### src/rtl/core/tke_pkg.sv
// ----------------------------------------------------------------------------
// tke_pkg
// Shared widths, limits and fixed-point helpers for the tilt estimator.
// ----------------------------------------------------------------------------
`default_nettype none

package tke_pkg;

    localparam int DIV_NUM_W = 64;
    localparam int DIV_DEN_W = 34;
    localparam int DIV_CNT_W = 7;

    localparam int MEAS_W = 11;

    localparam logic signed [14:0] GLITCH_ANGLE = -15'sd332;
    localparam logic signed [8:0]  GLITCH_RATE  = -9'sd68;
    localparam logic signed [14:0] MEAS_MAX     = 15'sd1023;
    localparam logic signed [14:0] MEAS_MIN     = -15'sd1024;

    typedef struct packed {
        logic busy;
        logic done;
    } t_div_stat;

    // clamp a wide signed value to the 32 bit range
    function automatic logic signed [31:0] sat32(input logic signed [67:0] v);
        logic signed [31:0] r;
        if (v > 68'sd2147483647) begin
            r = 32'sh7FFFFFFF;
        end else if (v < -68'sd2147483648) begin
            r = 32'sh80000000;
        end else begin
            r = v[31:0];
        end
        return r;
    endfunction

    // arithmetic shift right by 16 or 28, rounding toward zero
    function automatic logic signed [65:0] trunc_shr(input logic signed [65:0] p,
                                                     input logic gain);
        logic signed [65:0] r;
        if (gain) begin
            r = p[65] ? p + 66'sd268435455 : p;
            r = r >>> 28;
        end else begin
            r = p[65] ? p + 66'sd65535 : p;
            r = r >>> 16;
        end
        return r;
    endfunction

endpackage

`default_nettype wire

### src/rtl/core/tke_div.sv
// ----------------------------------------------------------------------------
// tke_div
// Restoring unsigned divider, one quotient bit per cycle.
// ----------------------------------------------------------------------------
`default_nettype none

module tke_div
    import tke_pkg::*;
(
    input  wire                   i_clk,
    input  wire                   i_rst_n,
    input  wire                   i_start,
    input  wire [DIV_NUM_W-1:0]   i_num,
    input  wire [DIV_DEN_W-1:0]   i_den,
    output t_div_stat             o_stat,
    output logic [DIV_NUM_W-1:0]  o_quo
);

    logic [DIV_CNT_W-1:0] r_cnt;
    logic                 r_done;
    logic [DIV_DEN_W:0]   r_rem;
    logic [DIV_NUM_W-1:0] r_quo;
    logic [DIV_DEN_W-1:0] r_den;

    logic [DIV_DEN_W:0]   rem_sh;
    logic [DIV_DEN_W+1:0] diff;

    assign rem_sh = {r_rem[DIV_DEN_W-1:0], r_quo[DIV_NUM_W-1]};
    assign diff   = {1'b0, rem_sh} - {2'b00, r_den};

    always_ff @(posedge i_clk) begin
        if (!i_rst_n) begin
            r_cnt  <= '0;
            r_done <= 1'b0;
        end else begin
            r_done <= 1'b0;
            if (r_cnt != '0) begin
                // shift in the next dividend bit, subtract when it fits
                if (!diff[DIV_DEN_W+1]) begin
                    r_rem <= diff[DIV_DEN_W:0];
                    r_quo <= {r_quo[DIV_NUM_W-2:0], 1'b1};
                end else begin
                    r_rem <= rem_sh;
                    r_quo <= {r_quo[DIV_NUM_W-2:0], 1'b0};
                end
                r_cnt <= r_cnt - 1'b1;
                if (r_cnt == DIV_CNT_W'(1)) begin
                    r_done <= 1'b1;
                end
            end else if (i_start) begin
                r_rem <= '0;
                r_quo <= i_num;
                r_den <= i_den;
                r_cnt <= DIV_CNT_W'(DIV_NUM_W);
            end
        end
    end

    assign o_stat.busy = (r_cnt != '0);
    assign o_stat.done = r_done;
    assign o_quo       = r_quo;

    a_start_when_free: assert property (@(posedge i_clk) disable iff (!i_rst_n)
        i_start && (r_cnt == '0) |=> (r_cnt == DIV_CNT_W'(DIV_NUM_W)))
        else $error("divider did not load on start");
    a_done_after_busy: assert property (@(posedge i_clk) disable iff (!i_rst_n)
        r_done |-> $past(r_cnt) == DIV_CNT_W'(1))
        else $error("done without final iteration");
    a_done_idle: assert property (@(posedge i_clk) disable iff (!i_rst_n)
        r_done |-> r_cnt == '0)
        else $error("done while still busy");

endmodule

`default_nettype wire

### config.mk
export PLATFORM = sky130hd
export DESIGN_NAME = tke_div
export DESIGN_NICKNAME = d
export VERILOG_FILES = /design/src/rtl/core/tke_pkg.sv /design/src/rtl/core/tke_div.sv
export SDC_FILE = /design/constraint.sdc
export NUM_CORES = 1
export LEC_CHECK = 0
export BUFFER_PORTS_ARGS = -buffer_cell sky130_fd_sc_hd__buf_4
export CAP_MARGIN = 20
export CORE_MARGIN = 2
export CORE_UTILIZATION = 50
export DETAILED_ROUTE_END_ITERATION = 7
export PLACE_DENSITY = 0.74
export SLEW_MARGIN = 10
export SYNTH_ARGS = -nofsm -noshare
export SYNTH_HDL_FRONTEND = slang
export SYNTH_SLANG_ARGS = --single-unit
export TNS_END_PERCENT = 1
### constraint.sdc
create_clock -name i_clk -period 5.1 [get_ports i_clk]
set_input_delay 0.765 -clock i_clk [delete_from_list [all_inputs] [get_ports i_clk]]
set_output_delay 0.765 -clock i_clk [all_outputs]
set_load 0.01 [all_outputs]
==> summary.txt <==
Pwr
  • Clock Power Share: approximately 18%
  • Power Density: between 700 and 800 nW/um^2
  • Comb power frac: a little over 50%
  • Switching share of power: about two fifths
  • Seq pwr share: between 30% and 40%
  • P_int: about 4.5 mW
  • VDD IR max: 0.406 mV
  • Final Total Pwr: about 7.5 mW
  • Switching power: 3.03 mW
  • P_leak: 4.34 nW

STA
  • Final setup vio count: 0
  • Slew Limit Headroom: 33.9%
  • Hold Vio Cnt, Final: 0
  • Worst hold slack: roughly 0.48 ns
  • Measured slew at the worst slew-check pin: between 0.9 and 1 ns
  • RSZ-0062 raised after global routing: no
  • Setup TNS: 0 ns
  • Fin Clk Skew: around 0.012 ns
  • Max Slew Vio Count: 0
  • Fmax: approximately 280 MHz
  • Minimum clock period: around 3.6 ns
  • Final period utilization: 70.9%

Drt
  • Detail Route Antenna Nets: 0
  • Drt pass-1 iters: 5
  • Initial DRC Count: ~400
  • Residual DRC: 0
  • Post-DR wirelength/cell: around 16 um
  • Final wirelength: ~18000 um
  • DR vias: between 6000 and 7000
  • Via/cell ratio: about 5.4

Critical path
  • Critical Path AT: 3.75 ns
  • Largest delay contributor family on the critical path: compound AO/OA/AOI/OAI gates
  • Reg2reg start: r_rem[15]
  • Req. time, crit path: 5.23 ns
  • Worst setup SP type: flop
  • CP bufs+invs: 1
  • Worst Path Max Fanout: 21
  • Crit path from: r_rem[15]
  • Critical Path End Type: flop
  • Crit Path Category: flop to flop
  • CP max-delay cell: a41oi_4
  • Critical Path, Cell by Cell: ha_1 -> a21oi_1 -> o211a_1 -> o21ai_0 -> a221oi_1 -> a21oi_1 -> a41oi_4 -> buf_4 -> mux2i_1 -> nor2_1
  • Most used cell, CP: a21oi_1
  • Max stage delay on crit path: around 0.74 ns

Layout
  • Most common cell after layout, fill and taps aside: nand2_1
  • Nets@finish: 1071
  • Share of cells above drive strength 1: a little under a quarter
  • Most frequent cells in the layout: nand2_1 (222), buf_4 (173), edfxtp_1 (132), inv_1 (46), nor2_1 (46)
  • Final std cell area, no fill: slightly below 10000 sq um
  • # fillers: around 1200
  • Area growth syn-to-layout: 26.8%
  • Non-filler cells, final: 1134
  • ANT cells: 0

Yosys
  • Simple-Gate Fraction of Synth Area: between 10% and 20%
  • Gate Count Post-Synth: around 770
  • Cell taking the most area after synthesis: edfxtp_1
  • Synth Area per Inst: between 9 and 10 sq um
  • Most used DFF post-synth: edfxtp_1
  • Post-Synth Adder-Cell Area: between 6 and 7%
  • Warnings from Yosys: 0
  • Largest family of logic cells by synthesized area: simple AND/OR/NAND/NOR gates
  • Seq/Total Area, Yosys: a little over half
  • Syn Nets: slightly above 900
  • Synth top area cells: edfxtp_1 (52%), nand2_1 (11%), ha_1 (5.9%), mux2i_1 (3.4%), nor2_1 (2.3%)
  • Xor and xnor fraction of the mapped netlist area: 2.87%
  • Synth cell types: 58
  • Synth Cell Area: 7630 sq um
  • Ys async rst share: 0%
  • Post-synthesis compound-gate area fraction: between 10% and 20%
  • Number of synthesized register bits: 140
  • Yosys top cell area share: about half
  • Post-synth EDFFs: between 100 and 150
  • Mux cell area share after synthesis: around 3.6%

Placement
  • Routability cong.: approximately 0.87
  • Cell Area, Placed: ~9100 sq um
  • Dpl hpwl: around 13000 um
  • Port Buffer Count: approximately 170
  • Post-Place Cells: 1102

CTS
  • Post-CTS sizing: 0
  • Root Buffer: clkbuf_16
  • Maximum root-to-sink buffer count: 2
  • CTS Sinks: 140
  • H-tree depth: 4
  • Clock transition at the registers of the reported paths: roughly 0.060 ns
  • Post-CTS setup buffers: 0
  • TritonCTS clock tree: yes
  • TritonCTS Buffers: 17
  • Clk Latency, worst-skew pair: between 0.4 and 0.5 ns
  • Hold Buf Count CTS: 0

GRT
  • Tot GR Track Use: 23.3%
  • Largest net degree at the start of global routing: a little over 90
  • First-pass GRT wire length: 29900 um
  • GRT busiest layer: met2
  • Total gr overflow: 0
  • Initial antenna violation count: 0
  • Number of global-route vias before repair: 6144
  • Met3 track demand over resource: 8.42%
  • Met2 Track Usage GR: 38.0%
  • Met1 global-route usage: between 20% and 30%

Hold path
  • Hold path start: r_cnt[2]
  • Worst hold path type: flop to flop

Floorplan
  • Die width: roughly 130 um
  • Core Area: approximately 15000 sq um
  • DIE HEIGHT: roughly 130 um
  • Die area: around 16000 sq um
  • Number of core rows: 45
  • Top-level port count: around 170
  • Initial Util: between 50% and 60%

Run
  • Max cap viols: 0

Outcome
  • Status: complete, no violations
## registers in the layout, indices dropped and copies added, names as in the netlist
signal,cells
o_quo,64
r_rem,34
r_done,1
r_den,34
r_cnt,7
## final timing paths
| kind | cells past startpoint | slack, ns | endpoint |
|---|---|---|---|
| worst max-delay path | 10 | 1.48 | r_rem[8] |
| worst max register to register | 10 | 1.48 | r_rem[8] |
| worst min-delay path | 1 | 0.48 | r_done |
| worst min register to register | 1 | 0.48 | r_done |
## cell type report
type	count	area (sq um)	area share [%]
inverters	47	176	1.82
clock inverters	13	188	1.94
multi-input cells	554	3220	33.3
clock buffers	19	433	4.47
repair buffers	173	1300	13.4
well taps	188	235	2.43
flip-flops and latches	140	4120	42.6
## worst reg2reg max path: stages, from the launching register on
cell	delay, ns
edfxtp_1	0.39
ha_1	0.37
a21oi_1	0.30
o211a_1	0.19
o21ai_0	0.13
a221oi_1	0.35
a21oi_1	0.21
a41oi_4	0.74
buf_4	0.36
mux2i_1	0.23
nor2_1	0.06
## metrics by stage
stage | utilization, % | setup slack [ns]
2_1_floorplan | - | 1.18
3_3_place_gp | 60.2 | 1.61
3_5_place_dp | 60.2 | 1.52
4_1_cts | 64.4 | 1.48
5_1_grt | 64.4 | 1.20
6_report | 64.4 | 1.48
## power by group through the flow
| stage | combinational [mW] | sequential [mW] | clock, mW |
|---|---|---|---|
| 2_1_floorplan | 2.56 | 2.46 | 0 |
| 3_3_place_gp | 3.74 | 2.38 | 0 |
| 3_5_place_dp | 3.81 | 2.38 | 0 |
| 4_1_cts | 3.82 | 2.38 | 1.34 |
| 5_1_grt | 4.29 | 2.44 | 1.38 |
| 6_report | 3.80 | 2.38 | 1.32 |
## metal layers
metal	vias up	routed length, um
li1	3031	-
met1	2865	7590
met2	211	8800
met3	25	1530
met4	0	277
met5	-	0
## cell families after synthesis
kind of cell             Yosys count
multiplexers                      27
flip-flops                       140
AND/OR/NAND/NOR                  342
AO/OA/AOI/OAI                    123
buffers and inverters             77
XOR/XNOR                          25
adder cells (fa/ha/maj)           37
## synth_stat cells, drive strengths merged, types with 3 or more instances
| library cell | number |
|---|---|
| nand2b | 9 |
| clkbuf | 24 |
| or4 | 3 |
| nor4 | 7 |
| o21ai | 32 |
| nand2 | 222 |
| nor2 | 47 |
| nor2b | 5 |
| a211o | 4 |
| a21boi | 3 |
| a211oi | 7 |
| ha | 36 |
| o21a | 4 |
| and3 | 5 |
| nor3 | 15 |
| xnor2 | 19 |
| buf | 6 |
| nand4 | 4 |
| edfxtp | 132 |
| o211ai | 4 |
| inv | 47 |
| a21oi | 31 |
| and2 | 4 |
| xor2 | 6 |
| a31oi | 7 |
| or3 | 3 |
| a21o | 11 |
| dfxtp | 8 |
| mux2i | 26 |
| nand3 | 15 |
(Power assumes the default switching activity.)
